**src/design/bhtdu_pkg.sv**
```systemverilog
// Shared types and constants for the beam hit timestamp delta unpacker.
// No dependencies; every other design file imports this package.
`default_nettype none

package bhtdu_pkg;

    // Width of a section header's hit count field.
    localparam int HIT_COUNT_BITS = 13;

    // Front-to-back queue depth; kept a power of two so the pointers wrap naturally.
    localparam int QUEUE_DEPTH = 2;
    localparam int QUEUE_PTR_W = $clog2(QUEUE_DEPTH);
    localparam int QUEUE_CNT_W = $clog2(QUEUE_DEPTH + 1);

    // Configuration register indexes.
    localparam logic [2:0] CFG_PREAMBLE_WORDS   = 3'd0;
    localparam logic [2:0] CFG_DELTA_CAP        = 3'd1;
    localparam logic [2:0] CFG_FIRST_HEADER_ID  = 3'd2;
    localparam logic [2:0] CFG_SECOND_HEADER_ID = 3'd3;
    localparam logic [2:0] CFG_TRAILER_ID       = 3'd4;

    // Configuration reset values.
    localparam logic [7:0]  PREAMBLE_WORDS_RST   = 8'd23;
    localparam logic [31:0] DELTA_CAP_RST        = 32'd100000000;
    localparam logic [15:0] FIRST_HEADER_ID_RST  = 16'hAAAA;
    localparam logic [15:0] SECOND_HEADER_ID_RST = 16'hBBBB;
    localparam logic [15:0] TRAILER_ID_RST       = 16'hCCCC;

    typedef logic [HIT_COUNT_BITS-1:0] count_t;

    // Parse phase; the word kind reported for a word equals the phase it is parsed in.
    typedef enum logic [2:0] {
        PH_PREAMBLE = 3'd0,
        PH_HEAD1    = 3'd1,
        PH_HITS1    = 3'd2,
        PH_HEAD2    = 3'd3,
        PH_HITS2    = 3'd4,
        PH_TRAILER  = 3'd5,
        PH_DONE     = 3'd6
    } phase_t;

    typedef struct packed {
        logic [7:0]  preamble_words;
        logic [31:0] delta_cap;
        logic [15:0] first_header_id;
        logic [15:0] second_header_id;
        logic [15:0] trailer_id;
    } cfg_t;

    typedef struct packed {
        logic [31:0] data_word;
        logic        start_event;
    } in_beat_t;

    typedef struct packed {
        logic [2:0]  word_kind;
        logic [12:0] hit_index;
        logic [31:0] time_delta;
        logic        delta_valid;
        logic        id_error;
        logic [31:0] error_total;
        logic [63:0] first_sum;
        logic [63:0] second_sum;
        logic [31:0] event_total;
    } out_beat_t;

    // Classified word handed from the front to the back.
    typedef struct packed {
        phase_t      kind;
        count_t      index;
        logic [31:0] word;
        logic        first_hit;
        logic        id_err;
        logic        start;
    } op_t;

endpackage

`default_nettype wire

```
**src/design/bhtdu_front.sv**
```systemverilog
// Front end: parse-phase state machine that classifies each accepted word.
// Depends on bhtdu_pkg.
`default_nettype none

module bhtdu_front (
    input  logic                 aclk,
    input  logic                 aresetn,
    input  logic                 s_valid,
    output logic                 s_ready,
    input  bhtdu_pkg::in_beat_t  s_data,
    input  bhtdu_pkg::cfg_t      cfg,
    output logic                 op_valid,
    output bhtdu_pkg::op_t       op_data,
    input  logic                 op_ready
);
    import bhtdu_pkg::*;

    phase_t     phase_reg, phase_next;
    logic [7:0] pre_left_reg, pre_left_next;
    count_t     hits_left_reg, hits_left_next;
    count_t     hit_pos_reg, hit_pos_next;
    logic       first_pend_reg, first_pend_next;

    logic       accept;
    phase_t     phase_s;
    phase_t     phase_w;
    logic [7:0] pre_left_s;
    count_t     hdr_count;
    logic       hits_done;

    assign accept     = s_valid && op_ready;
    // A start word reloads the preamble before the word itself is parsed.
    assign phase_s    = s_data.start_event ? PH_PREAMBLE : phase_reg;
    assign pre_left_s = s_data.start_event ? cfg.preamble_words : pre_left_reg;
    assign phase_w    = (phase_s == PH_PREAMBLE && pre_left_s == 8'd0) ? PH_HEAD1 : phase_s;
    assign hdr_count  = s_data.data_word[HIT_COUNT_BITS-1:0];
    assign hits_done  = (hits_left_reg == count_t'(1));

    // Next state
    always_comb begin
        phase_next      = phase_reg;
        pre_left_next   = pre_left_reg;
        hits_left_next  = hits_left_reg;
        hit_pos_next    = hit_pos_reg;
        first_pend_next = first_pend_reg;
        if (accept) begin
            phase_next    = phase_w;
            pre_left_next = pre_left_s;
            case (phase_w)
                PH_PREAMBLE: begin
                    pre_left_next = pre_left_s - 8'd1;
                end
                PH_HEAD1: begin
                    hits_left_next  = hdr_count;
                    hit_pos_next    = '0;
                    first_pend_next = 1'b1;
                    phase_next      = (hdr_count == '0) ? PH_HEAD2 : PH_HITS1;
                end
                PH_HEAD2: begin
                    hits_left_next  = hdr_count;
                    hit_pos_next    = '0;
                    first_pend_next = 1'b1;
                    phase_next      = (hdr_count == '0) ? PH_TRAILER : PH_HITS2;
                end
                PH_HITS1: begin
                    first_pend_next = 1'b0;
                    hit_pos_next    = hit_pos_reg + count_t'(1);
                    hits_left_next  = hits_left_reg - count_t'(1);
                    if (hits_done) phase_next = PH_HEAD2;
                end
                PH_HITS2: begin
                    first_pend_next = 1'b0;
                    hit_pos_next    = hit_pos_reg + count_t'(1);
                    hits_left_next  = hits_left_reg - count_t'(1);
                    if (hits_done) phase_next = PH_TRAILER;
                end
                PH_TRAILER: begin
                    phase_next = PH_DONE;
                end
                default: begin
                    phase_next = PH_DONE;
                end
            endcase
        end
    end

    // Outputs
    always_comb begin
        op_valid          = s_valid;
        s_ready           = op_ready;
        op_data.kind      = phase_w;
        op_data.word      = s_data.data_word;
        op_data.start     = s_data.start_event;
        op_data.first_hit = first_pend_reg;
        op_data.index     = '0;
        op_data.id_err    = 1'b0;
        case (phase_w)
            PH_HEAD1:   op_data.id_err = (s_data.data_word[31:16] != cfg.first_header_id);
            PH_HEAD2:   op_data.id_err = (s_data.data_word[31:16] != cfg.second_header_id);
            PH_TRAILER: op_data.id_err = (s_data.data_word[31:16] != cfg.trailer_id);
            PH_HITS1,
            PH_HITS2:   op_data.index  = hit_pos_reg;
            default:    op_data.id_err = 1'b0;
        endcase
    end

    always_ff @(posedge aclk) begin
        if (!aresetn) begin
            phase_reg      <= PH_PREAMBLE;
            pre_left_reg   <= '0;
            hits_left_reg  <= '0;
            hit_pos_reg    <= '0;
            first_pend_reg <= 1'b1;
        end else begin
            phase_reg      <= phase_next;
            pre_left_reg   <= pre_left_next;
            hits_left_reg  <= hits_left_next;
            hit_pos_reg    <= hit_pos_next;
            first_pend_reg <= first_pend_next;
        end
    end

endmodule

`default_nettype wire

```
**src/design/bhtdu_queue.sv**
```systemverilog
// Short FIFO of classified words between front and back.
// Depends on bhtdu_pkg.
`default_nettype none

module bhtdu_queue (
    input  logic            aclk,
    input  logic            aresetn,
    input  logic            in_valid,
    output logic            in_ready,
    input  bhtdu_pkg::op_t  in_data,
    output logic            out_valid,
    input  logic            out_ready,
    output bhtdu_pkg::op_t  out_data
);
    import bhtdu_pkg::*;

    op_t                    entries_reg [QUEUE_DEPTH];
    logic [QUEUE_PTR_W-1:0] wr_ptr_reg, wr_ptr_next;
    logic [QUEUE_PTR_W-1:0] rd_ptr_reg, rd_ptr_next;
    logic [QUEUE_CNT_W-1:0] count_reg, count_next;
    logic                   push;
    logic                   pop;

    assign in_ready  = (count_reg != QUEUE_CNT_W'(QUEUE_DEPTH));
    assign out_valid = (count_reg != '0);
    assign out_data  = entries_reg[rd_ptr_reg];
    assign push      = in_valid && in_ready;
    assign pop       = out_valid && out_ready;

    always_comb begin
        wr_ptr_next = push ? wr_ptr_reg + QUEUE_PTR_W'(1) : wr_ptr_reg;
        rd_ptr_next = pop ? rd_ptr_reg + QUEUE_PTR_W'(1) : rd_ptr_reg;
        count_next  = count_reg;
        if (push && !pop) count_next = count_reg + QUEUE_CNT_W'(1);
        if (pop && !push) count_next = count_reg - QUEUE_CNT_W'(1);
    end

    always_ff @(posedge aclk) begin
        if (push) entries_reg[wr_ptr_reg] <= in_data;
    end

    always_ff @(posedge aclk) begin
        if (!aresetn) begin
            wr_ptr_reg <= '0;
            rd_ptr_reg <= '0;
            count_reg  <= '0;
        end else begin
            wr_ptr_reg <= wr_ptr_next;
            rd_ptr_reg <= rd_ptr_next;
            count_reg  <= count_next;
        end
    end

endmodule

`default_nettype wire

```
**src/design/bhtdu_back.sv**
```systemverilog
// Back end: timestamp difference, wrap and cap, running sums and counters,
// and the registered result stage. Depends on bhtdu_pkg.
`default_nettype none

module bhtdu_back (
    input  logic                  aclk,
    input  logic                  aresetn,
    input  logic                  op_valid,
    output logic                  op_ready,
    input  bhtdu_pkg::op_t        op_data,
    input  bhtdu_pkg::cfg_t       cfg,
    output logic                  m_valid,
    input  logic                  m_ready,
    output bhtdu_pkg::out_beat_t  m_data
);
    import bhtdu_pkg::*;

    logic [31:0] prev_ts_reg, prev_ts_next;
    logic [63:0] sum1_reg, sum1_next;
    logic [63:0] sum2_reg, sum2_next;
    logic [31:0] err_cnt_reg, err_cnt_next;
    logic [31:0] evt_cnt_reg, evt_cnt_next;
    logic        m_valid_reg, m_valid_next;
    out_beat_t   m_data_reg, m_data_next;

    logic        pop;
    logic        is_hit;
    logic        counted;
    logic [31:0] raw_delta;
    logic [31:0] wrap_delta;
    logic [31:0] delta;

    assign pop      = op_valid && (!m_valid_reg || m_ready);
    assign op_ready = !m_valid_reg || m_ready;
    assign m_valid  = m_valid_reg;
    assign m_data   = m_data_reg;

    assign is_hit     = (op_data.kind == PH_HITS1) || (op_data.kind == PH_HITS2);
    assign counted    = is_hit && !op_data.first_hit;
    assign raw_delta  = op_data.word - prev_ts_reg;
    // A backward step wraps by 2^32 - 1, i.e. one less than the modular difference.
    assign wrap_delta = raw_delta - 32'd1;

    always_comb begin
        if (!counted) begin
            delta = '0;
        end else if (op_data.word >= prev_ts_reg) begin
            delta = raw_delta;
        end else if (wrap_delta > cfg.delta_cap) begin
            delta = '0;
        end else begin
            delta = wrap_delta;
        end
    end

    always_comb begin
        prev_ts_next = prev_ts_reg;
        sum1_next    = sum1_reg;
        sum2_next    = sum2_reg;
        err_cnt_next = err_cnt_reg;
        evt_cnt_next = evt_cnt_reg;
        m_valid_next = m_valid_reg && !m_ready;
        m_data_next  = m_data_reg;
        if (pop) begin
            if (op_data.start) evt_cnt_next = evt_cnt_reg + 32'd1;
            if (op_data.id_err) err_cnt_next = err_cnt_reg + 32'd1;
            if (is_hit) prev_ts_next = op_data.word;
            if (counted && op_data.kind == PH_HITS1) sum1_next = sum1_reg + 64'(delta);
            if (counted && op_data.kind == PH_HITS2) sum2_next = sum2_reg + 64'(delta);
            m_valid_next            = 1'b1;
            m_data_next.word_kind   = op_data.kind;
            m_data_next.hit_index   = 13'(op_data.index);
            m_data_next.time_delta  = delta;
            m_data_next.delta_valid = counted;
            m_data_next.id_error    = op_data.id_err;
            m_data_next.error_total = err_cnt_next;
            m_data_next.first_sum   = sum1_next;
            m_data_next.second_sum  = sum2_next;
            m_data_next.event_total = evt_cnt_next;
        end
    end

    always_ff @(posedge aclk) begin
        m_data_reg <= m_data_next;
    end

    always_ff @(posedge aclk) begin
        if (!aresetn) begin
            prev_ts_reg <= '0;
            sum1_reg    <= '0;
            sum2_reg    <= '0;
            err_cnt_reg <= '0;
            evt_cnt_reg <= '0;
            m_valid_reg <= 1'b0;
        end else begin
            prev_ts_reg <= prev_ts_next;
            sum1_reg    <= sum1_next;
            sum2_reg    <= sum2_next;
            err_cnt_reg <= err_cnt_next;
            evt_cnt_reg <= evt_cnt_next;
            m_valid_reg <= m_valid_next;
        end
    end

endmodule

`default_nettype wire

```
**src/design/beam_hit_timestamp_delta_unpacker.sv**
```systemverilog
// Path: an accepted word is written into the queue; the back then takes it from the
//   queue into the registered result stage that drives m_.
// Throughput: one word per cycle, sustained, while m_ready stays high; the front
//   state machine and the back accumulator each retire one word per clock.
// Reset (aresetn low, synchronous): parser returns to the preamble phase with nothing
//   left to skip, all totals and the previous timestamp clear, config takes reset values.
// Depends on bhtdu_pkg, bhtdu_front, bhtdu_queue, bhtdu_back.
`default_nettype none

module beam_hit_timestamp_delta_unpacker (
    input  logic                  aclk,
    input  logic                  aresetn,
    // Word input channel
    input  logic                  s_valid,
    output logic                  s_ready,
    input  bhtdu_pkg::in_beat_t   s_data,
    // Result channel
    output logic                  m_valid,
    input  logic                  m_ready,
    output bhtdu_pkg::out_beat_t  m_data,
    // Configuration write channel
    input  logic                  cfg_valid,
    output logic                  cfg_ready,
    input  logic [2:0]            cfg_index,
    input  logic [31:0]           cfg_data
);
    import bhtdu_pkg::*;

    cfg_t cfg_reg, cfg_next;

    logic front_valid;
    logic front_ready;
    op_t  front_op;
    logic back_valid;
    logic back_ready;
    op_t  back_op;

    // Configuration registers; an index past the register list is dropped. Writes must
    // land only while the block is idle (no shadow copy): the user's rule, not enforced.
    assign cfg_ready = 1'b1;

    always_comb begin
        cfg_next = cfg_reg;
        if (cfg_valid) begin
            case (cfg_index)
                CFG_PREAMBLE_WORDS:   cfg_next.preamble_words   = cfg_data[7:0];
                CFG_DELTA_CAP:        cfg_next.delta_cap        = cfg_data;
                CFG_FIRST_HEADER_ID:  cfg_next.first_header_id  = cfg_data[15:0];
                CFG_SECOND_HEADER_ID: cfg_next.second_header_id = cfg_data[15:0];
                CFG_TRAILER_ID:       cfg_next.trailer_id       = cfg_data[15:0];
                default:              cfg_next = cfg_reg;
            endcase
        end
    end

    always_ff @(posedge aclk) begin
        if (!aresetn) begin
            cfg_reg.preamble_words   <= PREAMBLE_WORDS_RST;
            cfg_reg.delta_cap        <= DELTA_CAP_RST;
            cfg_reg.first_header_id  <= FIRST_HEADER_ID_RST;
            cfg_reg.second_header_id <= SECOND_HEADER_ID_RST;
            cfg_reg.trailer_id       <= TRAILER_ID_RST;
        end else begin
            cfg_reg <= cfg_next;
        end
    end

    // Front: classify each beat by parse phase (preamble, header, hit, trailer)
    // and check header/trailer IDs. It needs nothing from the back, so it only
    // stalls when the queue is full.
    bhtdu_front u_front (
        .aclk     (aclk),
        .aresetn  (aresetn),
        .s_valid  (s_valid),
        .s_ready  (s_ready),
        .s_data   (s_data),
        .cfg      (cfg_reg),
        .op_valid (front_valid),
        .op_ready (front_ready),
        .op_data  (front_op)
    );

    // Queue: absorb a beat while the result register waits on m_ready.
    bhtdu_queue u_queue (
        .aclk      (aclk),
        .aresetn   (aresetn),
        .in_valid  (front_valid),
        .in_ready  (front_ready),
        .in_data   (front_op),
        .out_valid (back_valid),
        .out_ready (back_ready),
        .out_data  (back_op)
    );

    // Back: difference to the previous timestamp (kept across sections and
    // subevents), wrap and cap, 64-bit sums, error and subevent counts, and
    // the output register.
    bhtdu_back u_back (
        .aclk     (aclk),
        .aresetn  (aresetn),
        .op_valid (back_valid),
        .op_ready (back_ready),
        .op_data  (back_op),
        .cfg      (cfg_reg),
        .m_valid  (m_valid),
        .m_ready  (m_ready),
        .m_data   (m_data)
    );

endmodule

`default_nettype wire

```
**config.mk**
```make
export PLATFORM = sky130hd
export DESIGN_NAME = beam_hit_timestamp_delta_unpacker
export DESIGN_NICKNAME = d
export VERILOG_FILES = /design/src/design/bhtdu_pkg.sv /design/src/design/bhtdu_front.sv /design/src/design/bhtdu_queue.sv /design/src/design/bhtdu_back.sv /design/src/design/beam_hit_timestamp_delta_unpacker.sv
export SDC_FILE = /design/constraint.sdc
export NUM_CORES = 2
export LEC_CHECK = 0
export CAP_MARGIN = 20
export CORE_MARGIN = 2
export CORE_UTILIZATION = 64
export CTS_CLUSTER_SIZE = 10
export DETAILED_ROUTE_END_ITERATION = 7
export DONT_BUFFER_PORTS = 1
export GPL_TIMING_DRIVEN = 0
export PLACE_DENSITY_LB_ADDON = 0.12
export SETUP_SLACK_MARGIN = 0.3
export SLEW_MARGIN = 10
export SYNTH_ARGS = -nofsm -noshare
export SYNTH_HDL_FRONTEND = slang
export SYNTH_SLANG_ARGS = --single-unit
```
**constraint.sdc**
```tcl
create_clock -name aclk -period 14.1 [get_ports aclk]
set_input_delay 1.41 -clock aclk [delete_from_list [all_inputs] [get_ports aclk]]
set_output_delay 1.41 -clock aclk [all_outputs]
set_load 0.1 [all_outputs]
```
Word level (Yosys, flattened, before mapping):

Memory sizes are Yosys's and may differ from the RTL's. A register that Yosys moved wholly into a read port is not among the register bits.
Cells that the tools add are included.
W data, S select, Z words.

* muxes and demuxes: 28
* equal/unequal tests: 16
* $add $sub $neg: 13
* magnitude comparators: 2
* reduce and logical (&&, ||, !) cells: 33

Operator list (number)
* $mux W32: 5
* $add A64 B32 Y64: 2
* $mux W64: 2
* $add A32 B1 Y32 const B: 2
* $pmux W13 S2: 2
* $ne A16 B16 Y1: 3
* $ge A32 B32 Y1: 1
* $gt A32 B32 Y1: 1
* $sub A32 B1 Y32 const B: 1
* $sub A32 B32 Y32: 1
* $mux W8: 2
* $eq A3 B2 Y1 const B: 5
* $pmux W3 S5: 1
* $reduce_and A2 Y1: 7
* $add A13 B1 Y13 const B: 1
* $eq A13 B1 Y1 const B: 1
* $logic_not A13 Y1: 1
* $mux W13: 1
* $sub A13 B1 Y13 const B: 1
* $eq A3 B3 Y1 const B: 4
* $mux W3: 4
* $logic_and A1 B1 Y1: 9
* $logic_not A3 Y1: 3
* $logic_not A8 Y1: 1
* 14 further kinds: 31

* register bits after elaboration: 597
* RAM bits: 102
* bits of input ports: 73
* word-level logic and storage cells: 121
* memories: 1
* output and inout bits: 245

Memory list
* u_queue.entries_reg: words 2, width 51, rd ports 1, clocked after memory_dff 1, write ports 1, RTL line bhtdu_queue.sv:17 `op_t entries_reg [QUEUE_DEPTH];`

Logic depth before layout (Yosys ltp):

* depth in word-level cells: 8
* mapped depth: 48
* mapped depth without buffers: 41

Modules after synthesis:

From an unflattened synthesis, not the netlist that was laid out.

* cell total of the unflattened synthesis: 3984
* area total of the unflattened synthesis: 38339.3 µm²

Modules (own cells, without submodules)
* bhtdu_back: cells each 2928, seq. area each 11771.3 µm², area an instance 26933.3 µm², times used 1
* bhtdu_front: cells each 526, seq. area each 760.7 µm², area an instance 3961.3 µm², times used 1
* bhtdu_queue: cells each 183, seq. area each 3163.0 µm², area an instance 3901.2 µm², times used 1
* beam_hit_timestamp_delta_unpacker: cells each 347, seq. area each 1761.7 µm², area an instance 3543.4 µm², times used 1

Least setup slack after synthesis:

OpenSTA, ideal clock, no wires.

* path type: register to register
* start: register with a tool-made name
* end: register u_back.m_data_reg (netlist bit u_back.m_data[141]) (data pin)
* arrival time: 10.833 ns
* period minus slack after synthesis: 11.092 ns
* setup slack: 3.008 ns
* stages on the path, launching flop included: 45
* required time: 13.841 ns
* path buffers: 8
* library setup time: 0.259 ns
* path through: dfxtp_1 -> clkbuf_1 -> clkbuf_1 -> clkbuf_1 -> mux2_2 -> ha_1 -> buf_6 -> a21o_1 -> a21oi_1 -> nor2_1 -> o31a_1 -> o311a_1 -> or3_1 -> a2111o_1 -> or4b_1 -> or3_1 -> buf_2 -> or4_4 -> (+9 left out) -> nor2_1 -> nand2_1 -> a21oi_1 -> ha_1 -> clkbuf_1 -> a21o_1 -> a21o_1 -> a21o_1 -> a21o_1 -> a21o_1 -> a21o_1 -> a221o_1 -> a221oi_1 -> a21boi_0 -> clkbuf_1 -> nor3b_1 -> nand3_1 -> xnor2_1

RTL lines
* to (signal assigned): RTL line bhtdu_back.sv:84 `m_data_reg <= m_data_next;`
* to (decl): RTL line bhtdu_back.sv:24 `out_beat_t m_data_reg, m_data_next;`

==> results.cfg <==
[run_status]
run_status = completed

[logic_synthesis]
synth.yosys.warnings = 0
synth_register_bits = 700
synthesis.area_mm2 = 0.0366
synth.distinct_cells = 89
synth.net_count = 4129
cells_after_synthesis = 3918
yosysSeqAreaShare = 0.477
syn-mean-instance-area_um2 = 9.35
synth_ff_type = dfxtp_1
synth_edf_count = 344
asyncSetResetFlopFracSynth = 0

[route]
drcViolationCount = 0
drt-vias-per-instance = 6.25
drt.antenna.violating_nets = 0
routed-via-count = 30251
wl_per_cell_um = 21.8
drt-total-wl_mm = 105
drt_iter0_drc = 2830
drt-pass1-iter-count = 7

[layout]
layout-drive-gt1-share = 0.0539
max_ffs_per_register = 242
area_growth_syn_to_layout_pct = 9.99
design.final.nets = 4224
instances_no_fill = 4837

[critical_path]
cpMaxStageDelayCell = nor4_1
reg2reg_to = u_back.m_data[94]
worst-path-stages = 44
cp_peak_stage_delay_ps = 780
start_kind = flop
timing.reg2reg.worst_path_depth = 44
critPathMaxFanout = 10
timing.critical_path.max_delay_family = simple AND/OR/NAND/NOR gates
worstPathArrival_ps = 13610
critPathCaptureType = flop
crit_required_ps = 14450
timing.reg2reg.setup_slack_ps = 840
critical-path-top-cell-by-count = buf_2
critical_path.endpoint = u_back.m_data[94]
setup.worst_path.class = flop to flop
critical_path_buf_inv_count = 9

[timing]
timing.max_slew.rel_slack = 0.153
timing.final.hold_violations = 0
max_freq_ghz = 0.0754
final-setup-viol-count = 0
postLayoutSetupSlackWorst_ps = 840
clock_skew_ps = 35.6
finalMaxSlewViolations = 0
worst_slew_pin_slew_ps = 1260
final.min_clock_period_ps = 13260
post-route-period-util = 0.940
grt_setup_unrepaired = no

[grt]
number_of_antenna_violations_at_the_first_check_in_global_routing = 1
met1_usage = 0.471
pin_count_of_the_biggest_net_entering_global_routing = 43
met3_usage = 0.0663
gr-max-usage-layer = met2
grt_pass1_vias = 28419
use_met2 = 0.555
global_route.usage.total = 0.349
grt_remaining_overflow = 0
grt_first_pass_wirelength_mm = 161

[clock_tree]
cts.reportedPaths.clkPinSlew_ps = 60
worstSkewPairLatency_ps = 650
total_of_hold_buffers_inserted_after_clock_tree_synthesis = 0
clock_sink_count = 700
postCtsSetupBuffers = 0
ctsLongestPathBuffers = 3
num_cts_buffers = 81
tritoncts = built
cts_max_level = 3
root_buffer = clkbuf_16

[floorplanning]
core_area_mm2 = 0.0565
die_area_mm2 = 0.0591
die_w_um = 243
io-pin-count = 318
floorplan.initialDensity = 0.648
floorplan.rows = 87
fp.dieH_um = 243

[placed_design]
dp_hpwl_mm = 76.9
placement.setup.worst_slack_ps = -140
portBuffers = 0
globalplace.congestion = 0.969
dpl.cell_count = 4685

[pwr]
total_power_uw = 9160
power.static_leakage_uw = 0.0150
power.density_cell_area_mw_per_mm2 = 227
max-vdd-ir-drop_v = 0.000207

[hold_path]
worst_hold_path_type = flop to flop

[flow_run]
cap_viol_max_count = 0
cell usage in the layout (no fill, tap or decap), types with 11 or more instances in the layout:
cell type / count
or4_1: 24
inv_1: 112
o21ai_0: 180
xnor2_1: 155
a21o_1: 76
dfxtp_1: 356
or2_2: 11
nor2_1: 339
buf_2: 11
nor3_1: 83
o31ai_1: 25
nor2b_1: 24
mux2i_1: 67
o21a_1: 14
o21bai_1: 13
nand2b_1: 35
xor2_1: 163
and3_1: 53
edfxtp_1: 344
nor4_1: 34
nand4_1: 60
a31oi_1: 27
nand2_1: 565
ha_1: 135
mux2_2: 56
clkbuf_16: 81
and2_1: 58
or3_1: 49
o211ai_1: 33
a22o_1: 19
clkbuf_1: 233
a211oi_1: 21
a22oi_1: 14
nand3_1: 170
a21oi_1: 244
final cells by class:
type                       instances  area [um^2]
multi-input combinational       2904        18000
buffer                           200          781
clock inverter                     8          128
sequential                       700        17500
tap                              756          946
antenna                            2         5.00
inverter                         114          428
timing repair buffer              12          215
clock buffer                     141         2290
fill                            4358        16200
timing repair:
action                     4_1_cts  5_1_grt
hold endpoints to repair         0        0
setup endpoints to repair       59      115
gates resized for setup          3       15
gates cloned                     0        0
worst reg2reg max path: cells and delay by family, from the launching register on:
kind / cells / cell delay, ps
compound gates: 14 / 3570
xor+xnor: 2 / 350
fa+ha+maj: 4 / 1260
buf+inv: 9 / 2570
flops: 1 / 300
mux: 1 / 430
simple gates: 14 / 4500
logic make-up after synthesis:
| family | synth area share |
|---|---|
| other | 0.000102 |
| buffers and inverters | 0.0328 |
| XOR/XNOR | 0.0763 |
| AO/OA/AOI/OAI | 0.131 |
| adder cells (fa/ha/maj) | 0.0480 |
| flip-flops | 0.477 |
| multiplexers | 0.0355 |
| AND/OR/NAND/NOR | 0.200 |
worst min-delay path by stage:
stage,from,end,slack [ps],depth (start not counted)
final,cfg_reg[53],cfg_reg[53],450,2
after global routing,cfg_reg[4],cfg_reg[4],470,2
after CTS,u_front.pre_left_reg[1],u_front.pre_left_reg[1],450,2
after detailed placement,u_front.pre_left_reg[1],u_front.pre_left_reg[1],450,2
after global placement,u_front.pre_left_reg[1],u_front.pre_left_reg[1],440,2
after floorplan,u_front.first_pend_reg,u_queue.entries_reg[0][2],430,0
synthesized netlist by cell type (all sizes together) (7+ instances only):
cell type / count / area (um^2)
a211oi: 22 / 165
a21o: 76 / 571
a21oi: 246 / 1230
a22o: 19 / 166
a22oi: 14 / 105
a31oi: 27 / 169
and2: 58 / 363
and3: 54 / 338
and4: 10 / 87.6
buf: 18 / 90.1
clkbuf: 182 / 684
dfxtp: 356 / 7130
edfxtp: 344 / 10300
ha: 135 / 1690
inv: 113 / 424
mux2: 56 / 631
mux2i: 67 / 671
nand2: 565 / 2120
nand2b: 35 / 219
nand3: 170 / 851
nand3b: 7 / 52.6
nand4: 60 / 375
nor2: 341 / 1280
nor2b: 24 / 150
nor3: 85 / 425
nor3b: 8 / 60.1
nor4: 35 / 219
nor4b: 7 / 61.3
o211ai: 33 / 248
o21a: 14 / 105
o21ai: 185 / 926
o21bai: 13 / 97.6
o31ai: 25 / 188
o41ai: 8 / 70.1
or2: 12 / 75.1
or3: 49 / 307
or4: 25 / 191
xnor2: 156 / 1370
xor2: 163 / 1430
power by group:
part / internal [uW] / total [uW] / switching, uW
Combinational: 715 / 2200 / 1480
Clock: 1110 / 1940 / 833
Sequential: 2660 / 5020 / 2360
Total: 4480 / 9160 / 4680
metrics by stage:
stage | area, um^2 | hold WS, ps | setup TNS, ps | utilization
final | 40300 | 453 | 0 | 0.713
after global routing | 40300 | 465 | 0 | 0.713
after CTS | 40200 | 453 | 0 | 0.712
after detailed placement | 37800 | 446 | -288 | 0.669
after global placement | 37600 | 439 | -5790 | 0.665
after floorplan | 36600 | 426 | 0 | -
layer usage:
layer	share of wire	up-vias
li1	-	14158
met1	0.41	14419
met2	0.45	1413
met3	0.095	259
met4	0.039	2
met5	0.000066	-
(Power assumes the default switching activity.)
